[config.mk]
export PLATFORM = sky130hd
export DESIGN_NAME = fraction_alu_with_reduction_unit
export DESIGN_NICKNAME = d
export VERILOG_FILES = /design/src/rtl/fra_pkg.sv /design/src/rtl/fraction_alu_with_reduction_unit.sv /design/src/rtl/fra_front.sv /design/src/rtl/fra_queue.sv /design/src/rtl/fra_back.sv
export SDC_FILE = /design/constraint.sdc
export NUM_CORES = 2
export LEC_CHECK = 0
export ABC_AREA = 1
export BUFFER_PORTS_ARGS = -buffer_cell sky130_fd_sc_hd__clkbuf_2
export CAP_MARGIN = 20
export CELL_PAD_IN_SITES_DETAIL_PLACEMENT = 1
export CELL_PAD_IN_SITES_GLOBAL_PLACEMENT = 2
export CORE_UTILIZATION = 36
export DETAILED_ROUTE_END_ITERATION = 10
export GPL_ROUTABILITY_DRIVEN = 0
export MAX_ROUTING_LAYER = met4
export PLACE_DENSITY_LB_ADDON = 0.1
export SYNTH_ARGS = -nofsm -noshare
export SYNTH_HDL_FRONTEND = slang
export SYNTH_SLANG_ARGS = --single-unit
[constraint.sdc]
create_clock -name i_clk -period 7.5 [get_ports i_clk]
set_clock_uncertainty 0.1 [all_clocks]
set_input_delay 0.375 -clock i_clk [delete_from_list [all_inputs] [get_ports i_clk]]
set_output_delay 0.375 -clock i_clk [all_outputs]
set_load 0.03 [all_outputs]
[src/rtl/fra_pkg.sv]
// Shared constants, types and helpers for the fraction ALU.
// No dependencies.
package fra_pkg;

    localparam int OPERAND_WIDTH = 16;
    localparam int MAG_W         = 2 * OPERAND_WIDTH + 1;
    localparam int PROD_W        = 2 * OPERAND_WIDTH;
    localparam int RES_W         = 33;
    localparam int ERR_W         = 2;
    localparam int OP_W          = 2;
    localparam int IN_DATA_W     = ((4 * OPERAND_WIDTH + 7) / 8) * 8;
    localparam int OUT_DATA_W    = ((2 * RES_W + 7) / 8) * 8;
    localparam int SHIFT_W       = $clog2(MAG_W + 1);
    localparam int CNT_W         = $clog2(MAG_W);
    localparam int EXT_W         = (MAG_W > RES_W) ? MAG_W : RES_W;
    localparam int QDEPTH        = 2;
    localparam int QPTR_W        = $clog2(QDEPTH);

    typedef enum logic [OP_W-1:0] {
        OP_ADD = 2'd0,
        OP_SUB = 2'd1,
        OP_MUL = 2'd2,
        OP_DIV = 2'd3
    } t_op;

    typedef enum logic [ERR_W-1:0] {
        ERR_OK       = 2'd0,
        ERR_ZERO_DEN = 2'd1,
        ERR_DIV_ZERO = 2'd2
    } t_err;

    typedef struct packed {
        logic                     neg;
        logic [OPERAND_WIDTH-1:0] mag;
    } t_smag;

    typedef struct packed {
        t_err             err;
        logic             n_neg;
        logic [MAG_W-1:0] n_mag;
        logic             d_neg;
        logic [MAG_W-1:0] d_mag;
    } t_job;

    function automatic t_smag to_smag(input logic [OPERAND_WIDTH-1:0] v);
        t_smag r;
        r.neg = v[OPERAND_WIDTH-1];
        r.mag = r.neg ? (~v + 1'b1) : v;
        return r;
    endfunction

    // sign-magnitude to two's complement, wrapped to the result width
    function automatic logic [RES_W-1:0] to_out(input logic neg, input logic [MAG_W-1:0] mag);
        logic [EXT_W-1:0] e;
        e = EXT_W'(mag);
        if (neg) begin
            e = ~e + 1'b1;
        end
        return e[RES_W-1:0];
    endfunction

endpackage

[src/rtl/fraction_alu_with_reduction_unit.sv]
// Top level of the fraction ALU: front end, job queue, back end.
// Depends on fra_pkg, fra_front, fra_queue, fra_back.
//
//  channel  dir  tdata                              tuser
//  s_axis   in   ln, ld, rn, rd (16 b each)         operation (2 b)
//  m_axis   out  reduced num, reduced den (33 b)    error_code (2 b)
//
// Front: an accepted request steps through F_MUL_A, F_MUL_B and F_MUL_D to
// F_PUSH (straight to F_PUSH on an error) and waits there while the queue is full.
// Back: binary gcd, then two MAG_W-bit divisions (one bit per cycle).
// Reset (synchronous, active low) empties the queue and clears all valids.
// The 2-entry queue lets the front take a new request while the back is busy;
// a stalled result waits in the output register without blocking the gcd.
module fraction_alu_with_reduction_unit import fra_pkg::*; (
    input  logic                  i_clk,
    input  logic                  i_rst_n,
    input  logic                  s_axis_tvalid,
    output logic                  s_axis_tready,
    // [15:0] left_numerator, [31:16] left_denominator,
    // [47:32] right_numerator, [63:48] right_denominator
    input  logic [IN_DATA_W-1:0]  s_axis_tdata,
    // [1:0] operation
    input  logic [OP_W-1:0]       s_axis_tuser,
    output logic                  m_axis_tvalid,
    input  logic                  m_axis_tready,
    // [32:0] reduced_numerator, [65:33] reduced_denominator, rest zero
    output logic [OUT_DATA_W-1:0] m_axis_tdata,
    // [1:0] error_code
    output logic [ERR_W-1:0]      m_axis_tuser
);

    logic             push, full, pop, empty;
    t_job             job_in, job_out;
    logic [RES_W-1:0] res_n, res_d;
    t_err             res_err;

    fra_front u_front (
        .i_clk   (i_clk),
        .i_rst_n (i_rst_n),
        .i_valid (s_axis_tvalid),
        .o_ready (s_axis_tready),
        .i_op    (t_op'(s_axis_tuser)),
        .i_data  (s_axis_tdata),
        .o_push  (push),
        .o_job   (job_in),
        .i_full  (full)
    );

    fra_queue u_queue (
        .i_clk   (i_clk),
        .i_rst_n (i_rst_n),
        .i_push  (push),
        .i_job   (job_in),
        .o_full  (full),
        .i_pop   (pop),
        .o_job   (job_out),
        .o_empty (empty)
    );

    fra_back u_back (
        .i_clk   (i_clk),
        .i_rst_n (i_rst_n),
        .i_empty (empty),
        .i_job   (job_out),
        .o_pop   (pop),
        .o_valid (m_axis_tvalid),
        .i_ready (m_axis_tready),
        .o_num   (res_n),
        .o_den   (res_d),
        .o_err   (res_err)
    );

    assign m_axis_tdata = {(OUT_DATA_W - 2 * RES_W)'(0), res_d, res_n};
    assign m_axis_tuser = res_err;

endmodule

[src/rtl/fra_front.sv]
// Front end: accepts a request, checks for errors, forms raw numerator and
// denominator with one shared multiplier. Depends on fra_pkg.
module fra_front import fra_pkg::*; (
    input  logic                 i_clk,
    input  logic                 i_rst_n,
    input  logic                 i_valid,
    output logic                 o_ready,
    input  t_op                  i_op,
    input  logic [IN_DATA_W-1:0] i_data,
    output logic                 o_push,
    output t_job                 o_job,
    input  logic                 i_full
);

    typedef enum logic [4:0] {
        F_IDLE  = 5'b00001,
        F_MUL_A = 5'b00010,
        F_MUL_B = 5'b00100,
        F_MUL_D = 5'b01000,
        F_PUSH  = 5'b10000
    } t_fstate;

    t_fstate r_state, n_state;
    t_op     r_op;
    t_err    r_err;
    t_smag   r_ln, r_ld, r_rn, r_rd;
    logic    r_pa_neg, r_pb_neg, r_pd_neg;
    logic [PROD_W-1:0] r_pa, r_pb, r_pd;

    t_smag in_ln, in_ld, in_rn, in_rd;
    t_smag mx, my;
    logic [PROD_W-1:0] prod;
    logic              prod_neg;
    logic              a_neg, b_neg;
    logic [MAG_W-1:0]  a_mag, b_mag;
    logic              sum_neg;
    logic [MAG_W-1:0]  sum_mag;
    logic              accept;

    assign in_ln = to_smag(i_data[0*OPERAND_WIDTH +: OPERAND_WIDTH]);
    assign in_ld = to_smag(i_data[1*OPERAND_WIDTH +: OPERAND_WIDTH]);
    assign in_rn = to_smag(i_data[2*OPERAND_WIDTH +: OPERAND_WIDTH]);
    assign in_rd = to_smag(i_data[3*OPERAND_WIDTH +: OPERAND_WIDTH]);

    assign o_ready = (r_state == F_IDLE);
    assign accept  = i_valid && o_ready;

    always_comb begin
        mx = r_ln;
        my = r_rd;
        unique case (r_state)
            F_MUL_A: begin
                unique case (r_op)
                    OP_ADD, OP_SUB: begin mx = r_rn; my = r_ld; end
                    OP_MUL:         begin mx = r_rn; my = r_ln; end
                    OP_DIV:         begin mx = r_ln; my = r_rd; end
                    default:        begin mx = r_ln; my = r_rd; end
                endcase
            end
            F_MUL_D: begin
                if (r_op == OP_DIV) begin
                    mx = r_ld; my = r_rn;
                end else begin
                    mx = r_rd; my = r_ld;
                end
            end
            default: begin mx = r_ln; my = r_rd; end
        endcase
    end

    assign prod     = PROD_W'(mx.mag) * PROD_W'(my.mag);
    assign prod_neg = mx.neg ^ my.neg;

    // numerator: term A (negated for subtract) plus term B (add/sub only)
    always_comb begin
        a_mag = MAG_W'(r_pa);
        a_neg = (r_op == OP_SUB) ? ~r_pa_neg : r_pa_neg;
        b_mag = (r_op == OP_ADD || r_op == OP_SUB) ? MAG_W'(r_pb) : '0;
        b_neg = (r_op == OP_ADD || r_op == OP_SUB) ? r_pb_neg : 1'b0;
        if (a_neg == b_neg) begin
            sum_neg = a_neg;
            sum_mag = a_mag + b_mag;
        end else if (a_mag >= b_mag) begin
            sum_neg = a_neg;
            sum_mag = a_mag - b_mag;
        end else begin
            sum_neg = b_neg;
            sum_mag = b_mag - a_mag;
        end
    end

    always_comb begin
        o_push = (r_state == F_PUSH);
        o_job.err = r_err;
        if (r_err == ERR_OK) begin
            o_job.n_neg = sum_neg;
            o_job.n_mag = sum_mag;
            o_job.d_neg = r_pd_neg;
            o_job.d_mag = MAG_W'(r_pd);
        end else begin
            o_job.n_neg = 1'b0;
            o_job.n_mag = '0;
            o_job.d_neg = 1'b0;
            o_job.d_mag = '0;
        end
    end

    always_comb begin
        n_state = r_state;
        unique case (r_state)
            F_IDLE: begin
                if (accept) begin
                    if (in_ld.mag == '0 || in_rd.mag == '0 ||
                        (i_op == OP_DIV && in_rn.mag == '0)) begin
                        n_state = F_PUSH;
                    end else begin
                        n_state = F_MUL_A;
                    end
                end
            end
            F_MUL_A: n_state = F_MUL_B;
            F_MUL_B: n_state = F_MUL_D;
            F_MUL_D: n_state = F_PUSH;
            F_PUSH:  if (!i_full) n_state = F_IDLE;
            default: n_state = F_IDLE;
        endcase
    end

    always_ff @(posedge i_clk) begin
        if (!i_rst_n) begin
            r_state <= F_IDLE;
        end else begin
            r_state <= n_state;
        end
    end

    always_ff @(posedge i_clk) begin
        if (accept) begin
            r_op <= i_op;
            r_ln <= in_ln;
            r_ld <= in_ld;
            r_rn <= in_rn;
            r_rd <= in_rd;
            priority if (in_ld.mag == '0 || in_rd.mag == '0) begin
                r_err <= ERR_ZERO_DEN;
            end else if (i_op == OP_DIV && in_rn.mag == '0) begin
                r_err <= ERR_DIV_ZERO;
            end else begin
                r_err <= ERR_OK;
            end
        end
        if (r_state == F_MUL_A) begin
            r_pa     <= prod;
            r_pa_neg <= prod_neg;
        end
        if (r_state == F_MUL_B) begin
            r_pb     <= prod;
            r_pb_neg <= prod_neg;
        end
        if (r_state == F_MUL_D) begin
            r_pd     <= prod;
            r_pd_neg <= prod_neg;
        end
    end

endmodule

[src/rtl/fra_queue.sv]
// Small job queue between front and back end.
// Depends on fra_pkg.
module fra_queue import fra_pkg::*; (
    input  logic i_clk,
    input  logic i_rst_n,
    input  logic i_push,
    input  t_job i_job,
    output logic o_full,
    input  logic i_pop,
    output t_job o_job,
    output logic o_empty
);

    localparam logic [QPTR_W:0] FULL_CNT = (QPTR_W + 1)'(QDEPTH);

    t_job              r_mem [QDEPTH];
    logic [QPTR_W-1:0] r_wr, r_rd;
    logic [QPTR_W:0]   r_cnt;
    logic              do_push, do_pop;

    assign o_full  = (r_cnt == FULL_CNT);
    assign o_empty = (r_cnt == '0);
    assign do_push = i_push && !o_full;
    assign do_pop  = i_pop && !o_empty;
    assign o_job   = r_mem[r_rd];

    always_ff @(posedge i_clk) begin
        if (!i_rst_n) begin
            r_wr  <= '0;
            r_rd  <= '0;
            r_cnt <= '0;
        end else begin
            if (do_push) begin
                r_wr <= (r_wr == QPTR_W'(QDEPTH - 1)) ? '0 : r_wr + 1'b1;
            end
            if (do_pop) begin
                r_rd <= (r_rd == QPTR_W'(QDEPTH - 1)) ? '0 : r_rd + 1'b1;
            end
            r_cnt <= r_cnt + (QPTR_W + 1)'(do_push) - (QPTR_W + 1)'(do_pop);
        end
    end

    always_ff @(posedge i_clk) begin
        if (do_push) begin
            r_mem[r_wr] <= i_job;
        end
    end

endmodule

[src/rtl/fra_back.sv]
// Back end: binary gcd, then two bit-serial divisions by the gcd, then the output
// register; errors and zero numerators go straight to the output. Depends on fra_pkg.
module fra_back import fra_pkg::*; (
    input  logic                  i_clk,
    input  logic                  i_rst_n,
    input  logic                  i_empty,
    input  t_job                  i_job,
    output logic                  o_pop,
    output logic                  o_valid,
    input  logic                  i_ready,
    output logic [RES_W-1:0]      o_num,
    output logic [RES_W-1:0]      o_den,
    output t_err                  o_err
);

    typedef enum logic [4:0] {
        B_IDLE = 5'b00001,
        B_GCD  = 5'b00010,
        B_DIVN = 5'b00100,
        B_DIVD = 5'b01000,
        B_DONE = 5'b10000
    } t_bstate;

    t_bstate r_state, n_state;
    t_job    r_job;
    logic [MAG_W-1:0]   r_a, r_b, r_g, r_q, r_rem, r_qn;
    logic [SHIFT_W-1:0] r_k;
    logic [CNT_W-1:0]   r_cnt;
    logic [RES_W-1:0]   r_res_n, r_res_d;
    t_err               r_res_err;
    logic               r_ovalid;
    logic [RES_W-1:0]   r_out_n, r_out_d;
    t_err               r_out_err;

    logic [MAG_W:0]   rem_sh;
    logic             q_bit;
    logic [MAG_W-1:0] rem_nx, q_nx;
    logic             div_last;
    logic             load_out;
    logic             direct;

    assign o_pop    = (r_state == B_IDLE) && !i_empty;
    assign direct   = (i_job.err != ERR_OK) || (i_job.n_mag == '0);
    assign div_last = (r_cnt == CNT_W'(MAG_W - 1));
    assign load_out = (r_state == B_DONE) && (!r_ovalid || i_ready);

    // one restoring division step
    assign rem_sh = {r_rem, r_q[MAG_W-1]};
    assign q_bit  = (rem_sh >= {1'b0, r_g});
    assign rem_nx = q_bit ? MAG_W'(rem_sh - {1'b0, r_g}) : rem_sh[MAG_W-1:0];
    assign q_nx   = {r_q[MAG_W-2:0], q_bit};

    assign o_valid = r_ovalid;
    assign o_num   = r_out_n;
    assign o_den   = r_out_d;
    assign o_err   = r_out_err;

    always_comb begin
        n_state = r_state;
        unique case (r_state)
            B_IDLE:  if (o_pop) n_state = direct ? B_DONE : B_GCD;
            B_GCD:   if (r_a == '0) n_state = B_DIVN;
            B_DIVN:  if (div_last) n_state = B_DIVD;
            B_DIVD:  if (div_last) n_state = B_DONE;
            B_DONE:  if (load_out) n_state = B_IDLE;
            default: n_state = B_IDLE;
        endcase
    end

    always_ff @(posedge i_clk) begin
        if (!i_rst_n) begin
            r_state  <= B_IDLE;
            r_ovalid <= 1'b0;
        end else begin
            r_state <= n_state;
            if (load_out) begin
                r_ovalid <= 1'b1;
            end else if (i_ready) begin
                r_ovalid <= 1'b0;
            end
        end
    end

    always_ff @(posedge i_clk) begin
        unique case (r_state)
            B_IDLE: begin
                if (o_pop) begin
                    r_job <= i_job;
                    r_a   <= i_job.n_mag;
                    r_b   <= i_job.d_mag;
                    r_k   <= '0;
                    r_res_err <= i_job.err;
                    if (i_job.err != ERR_OK) begin
                        r_res_n <= '0;
                        r_res_d <= '0;
                    end else begin
                        // zero numerator: 0 over the sign of the denominator
                        r_res_n <= '0;
                        r_res_d <= to_out(i_job.d_neg, MAG_W'(1));
                    end
                end
            end
            B_GCD: begin
                priority if (r_a == '0) begin
                    r_g   <= r_b << r_k;
                    r_q   <= r_job.n_mag;
                    r_rem <= '0;
                    r_cnt <= '0;
                end else if (!r_a[0] && !r_b[0]) begin
                    r_a <= r_a >> 1;
                    r_b <= r_b >> 1;
                    r_k <= r_k + 1'b1;
                end else if (!r_a[0]) begin
                    r_a <= r_a >> 1;
                end else if (!r_b[0]) begin
                    r_b <= r_b >> 1;
                end else if (r_a >= r_b) begin
                    r_a <= (r_a - r_b) >> 1;
                end else begin
                    r_b <= (r_b - r_a) >> 1;
                end
            end
            B_DIVN: begin
                r_cnt <= r_cnt + 1'b1;
                if (div_last) begin
                    r_qn  <= q_nx;
                    r_q   <= r_job.d_mag;
                    r_rem <= '0;
                    r_cnt <= '0;
                end else begin
                    r_q   <= q_nx;
                    r_rem <= rem_nx;
                end
            end
            B_DIVD: begin
                r_cnt <= r_cnt + 1'b1;
                r_q   <= q_nx;
                r_rem <= rem_nx;
                if (div_last) begin
                    r_res_n <= to_out(r_job.n_neg, r_qn);
                    r_res_d <= to_out(r_job.d_neg, q_nx);
                end
            end
            B_DONE: begin
                if (load_out) begin
                    r_out_n   <= r_res_n;
                    r_out_d   <= r_res_d;
                    r_out_err <= r_res_err;
                end
            end
            default: begin
            end
        endcase
    end

endmodule

==> metrics.md <==
| Metric | Value |
|---|---|
| Die area | 152,000 sq um |
| I/O pin count | about 150 |
| Cts bufs inserted | 85 |
| Clk sink count | approximately 740 |
| Critical Path Slowest Stage Cell | fa_1 |
| Slew Viols, Final | 0 |
| RSZ-0062 raised after global routing | true |
| Final instance area | between 60,000 and 70,000 sq um |
| Largest net degree at the start of global routing | between 70 and 80 |
| Area growth, synth to finish | 12.9% |
| H-tree levels | 3 |
| Global-route wire length before repair | roughly 310,000 microns |
| Setup ws final | 0.217 ns |
| Wire per inst | ~24 microns |
| Avg Cell Area, Syn | 8.29 sq um |
| Data required, critical path | slightly below 8 ns |
| Multi-input gate area | roughly 28,000 sq um |
| Crit. Startpoint | u_front.r_state[2] |
| Fillers | 17,800 |
| First-pass DRT Iterations | 8 |
| Critical path arrival | about 7.7 ns |
| DP Wirelength | about 170,000 microns |
| Dpl ws | slightly above 0.06 ns |
| Number of synthesized flops with an enable pin | between 700 and 800 |
| DRT iter0 DRCs | ~3,200 |
| Worst reg2reg startpoint | u_front.r_state[2] |
| Finish-stage setup viols | 0 |
| Die X | about 390 microns |
| Initial antenna violation count | 5 |
| Total GRT Usage | 0.281 |
| Initial Util | 0.364 |
| Vias in the first global route | between 40,000 and 50,000 |
| Routed vias | around 46,000 |
| GRT overflow | 0 |
| Maxcap violations | 0 |
| Clk Latency, worst-skew pair | 0.73 ns |
| Most used flip-flop cell after synthesis | edfxtp_1 |
| Vias per cell | approximately 5.2 |
| Util after Layout | 0.411 |
| Drt drc | 0 |
| Post-synth cell types | 70 |
| Max Freq | 0.137 GHz |
| Core area | about 150,000 sq um |
| Clk root buf | clkbuf_16 |
| Die height | 390 microns |
| Hold crit path type | input port to flop |
| Placement Cell Area | 57,300 sq um |
| Slew margin rel. | 0.220 |
| Seq/Total Area, Yosys | 0.406 |
| Status | complete, no violations |
| YS warnings | 0 |
| Cells after Synth | 6,531 |
| CTS tree | built |
| FF/Latch Area | around 22,000 sq um |
| Worst Path Class, Setup | flop to flop |
| Fin. Hold Viols | 0 |
| Startpoint types | flop |
| Syn Std Cell Area | ~54,000 sq um |
| Final #Nets | 7,310 |
| FF+latch count, synth | roughly 740 |
| Buffer depth of the longest clock path | 3 |
| Hold_sp | s_axis_tdata[18] |
| Final Routed Wirelength | roughly 210,000 microns |
| Crit path max fanout | 16 |
| Worst setup EP type | flop |
| IO Port Bufs | roughly 140 |
| Critical Path Max Stage Delay | 0.56 ns |
| Clk pin slew, worst setup/hold paths | approximately 0.070 ns |
| Post-synth ARST share | 0 |
| N_diodes | 0 |
| Rows | between 100 and 150 |
| Fin crit share | 0.971 |
| Measured slew at the worst slew-check pin | 1.17 ns |
| Worst Hold Slack | 0.0496 ns |
| Share of layout cells above drive strength 1 | 0.0793 |
| Post-detailed-route count of antenna-violating nets | 0 |
| Final min period | 7.28 ns |
-- worst max-delay path: cells and delay by family (launching register included) --
family,cells,cell delay [ns]
and+or+nand+nor,5,0.77
AOI/OAI and AO/OA,6,1.17
xor gates and xnor gates,1,0.33
adders and majority gates,7,3.35
buffers and inverters,9,0.94
DFF,1,0.36
-- cells in the final DEF (no fill, tap or decap), types with 14 or more instances in the layout --
master and n:
nand4_1 37, o21ai_1 27, fa_1 200, o221ai_1 16, nor2_1 773, xnor2_1 30
nand3_1 196, a21o_1 30, nand2_1 1483, o21ai_0 418, nor3_1 64, clkinv_2 15
edfxtp_1 721, clkbuf_2 139, clkbuf_16 87, ha_1 306, o21bai_1 40, clkbuf_1 14
inv_2 24, inv_1 912, o22ai_1 20, xor2_1 167, mux2i_1 16, a21oi_1 472
o211ai_1 50, or2_2 20, a31oi_1 22, clkinv_1 21, a21boi_0 15, dfxtp_1 15
buf_4 116, nor4_1 30, dlygate4sd3_1 65
-- kinds of logic after synthesis --
family,after synthesis,share of synthesized area
and+or+nand+nor,2678,0.200
AOI/OAI and AO/OA,1212,0.127
buffers and inverters,1174,0.0856
DFF,737,0.406
adders and majority gates,510,0.146
xor gates and xnor gates,203,0.0329
muxes,16,0.00296
other,1,0.0000693
-- state kept, by name (all words and copies together) (netlist names), 33 cells and up, named ones only --
| name | flops |
|---|---|
| u_back.o_den | 33 |
| u_queue.r_mem | 138 |
| u_back.r_rem | 33 |
| u_back.r_job | 67 |
| u_back.r_res_n | 33 |
| u_back.r_res_d | 33 |
| u_back.r_g | 33 |
| u_back.r_q | 33 |
| u_back.o_num | 33 |
| u_back.r_qn | 33 |
| u_back.r_a | 33 |
-- synthesized netlist by cell type (all sizes together) (30+ instances only) --
cell | count | share of area
inv | 942 | 0.065
xnor2 | 33 | 0.0053
nand4 | 37 | 0.0043
a21oi | 481 | 0.045
nor3 | 76 | 0.0083
nor4 | 30 | 0.0035
o211ai | 52 | 0.0074
clkbuf | 117 | 0.0084
nand2 | 1495 | 0.10
xor2 | 170 | 0.028
ha | 310 | 0.072
edfxtp | 721 | 0.40
buf | 107 | 0.011
o21ai | 455 | 0.043
nand3 | 197 | 0.018
o21bai | 41 | 0.0058
a21o | 31 | 0.0043
nor2 | 795 | 0.056
fa | 200 | 0.074
-- cell type report --
| type | instances | share of cell area |
|---|---|---|
| repair buffers | 331 | 0.0397 |
| clock inverters | 56 | 0.0101 |
| inverters | 950 | 0.0588 |
| flip-flops and latches | 737 | 0.360 |
| well taps | 2002 | 0.0410 |
| clock buffers | 102 | 0.0363 |
| multi-input cells | 4625 | 0.455 |
-- worst paths after layout --
| path | endpoint | slack (ns) | depth (start not counted) |
|---|---|---|---|
| min reg2reg | u_back.o_num[14] | 0.31 | 0 |
| min | u_front.r_ld[2] | 0.05 | 4 |
| max reg2reg | u_front.r_pb[21] | 0.22 | 28 |
| max | u_front.r_pb[21] | 0.22 | 28 |
-- through the flow --
step	instances	TNS, ns
2_1_floorplan	6536	0
3_3_place_gp	8563	0
3_5_place_dp	8563	0
4_1_cts	8786	0
5_1_grt	8803	-0.715
6_report	8803	0
-- layer usage --
layer / share of wire / global-route usage / vias up
li1: - / - / 21900
met1: 0.43 / 0.342 / 22900
met2: 0.50 / 0.485 / 1096
met3: 0.037 / 0.0246 / 302
met4: 0.039 / 0.102 / 0
met5: 0 / - / -
-- what timing repair did --
item                                    CTS  global route
endpoints found under the hold margin    69             0
hold buffers                             65             0
resized for setup                         0            51
setup buffers                             0            15
endpoints found under the setup margin    0            47
Power is left out: the tool's default activity adds up to more than one toggle a clock period on the data nets, which glitch-free logic cannot reach.
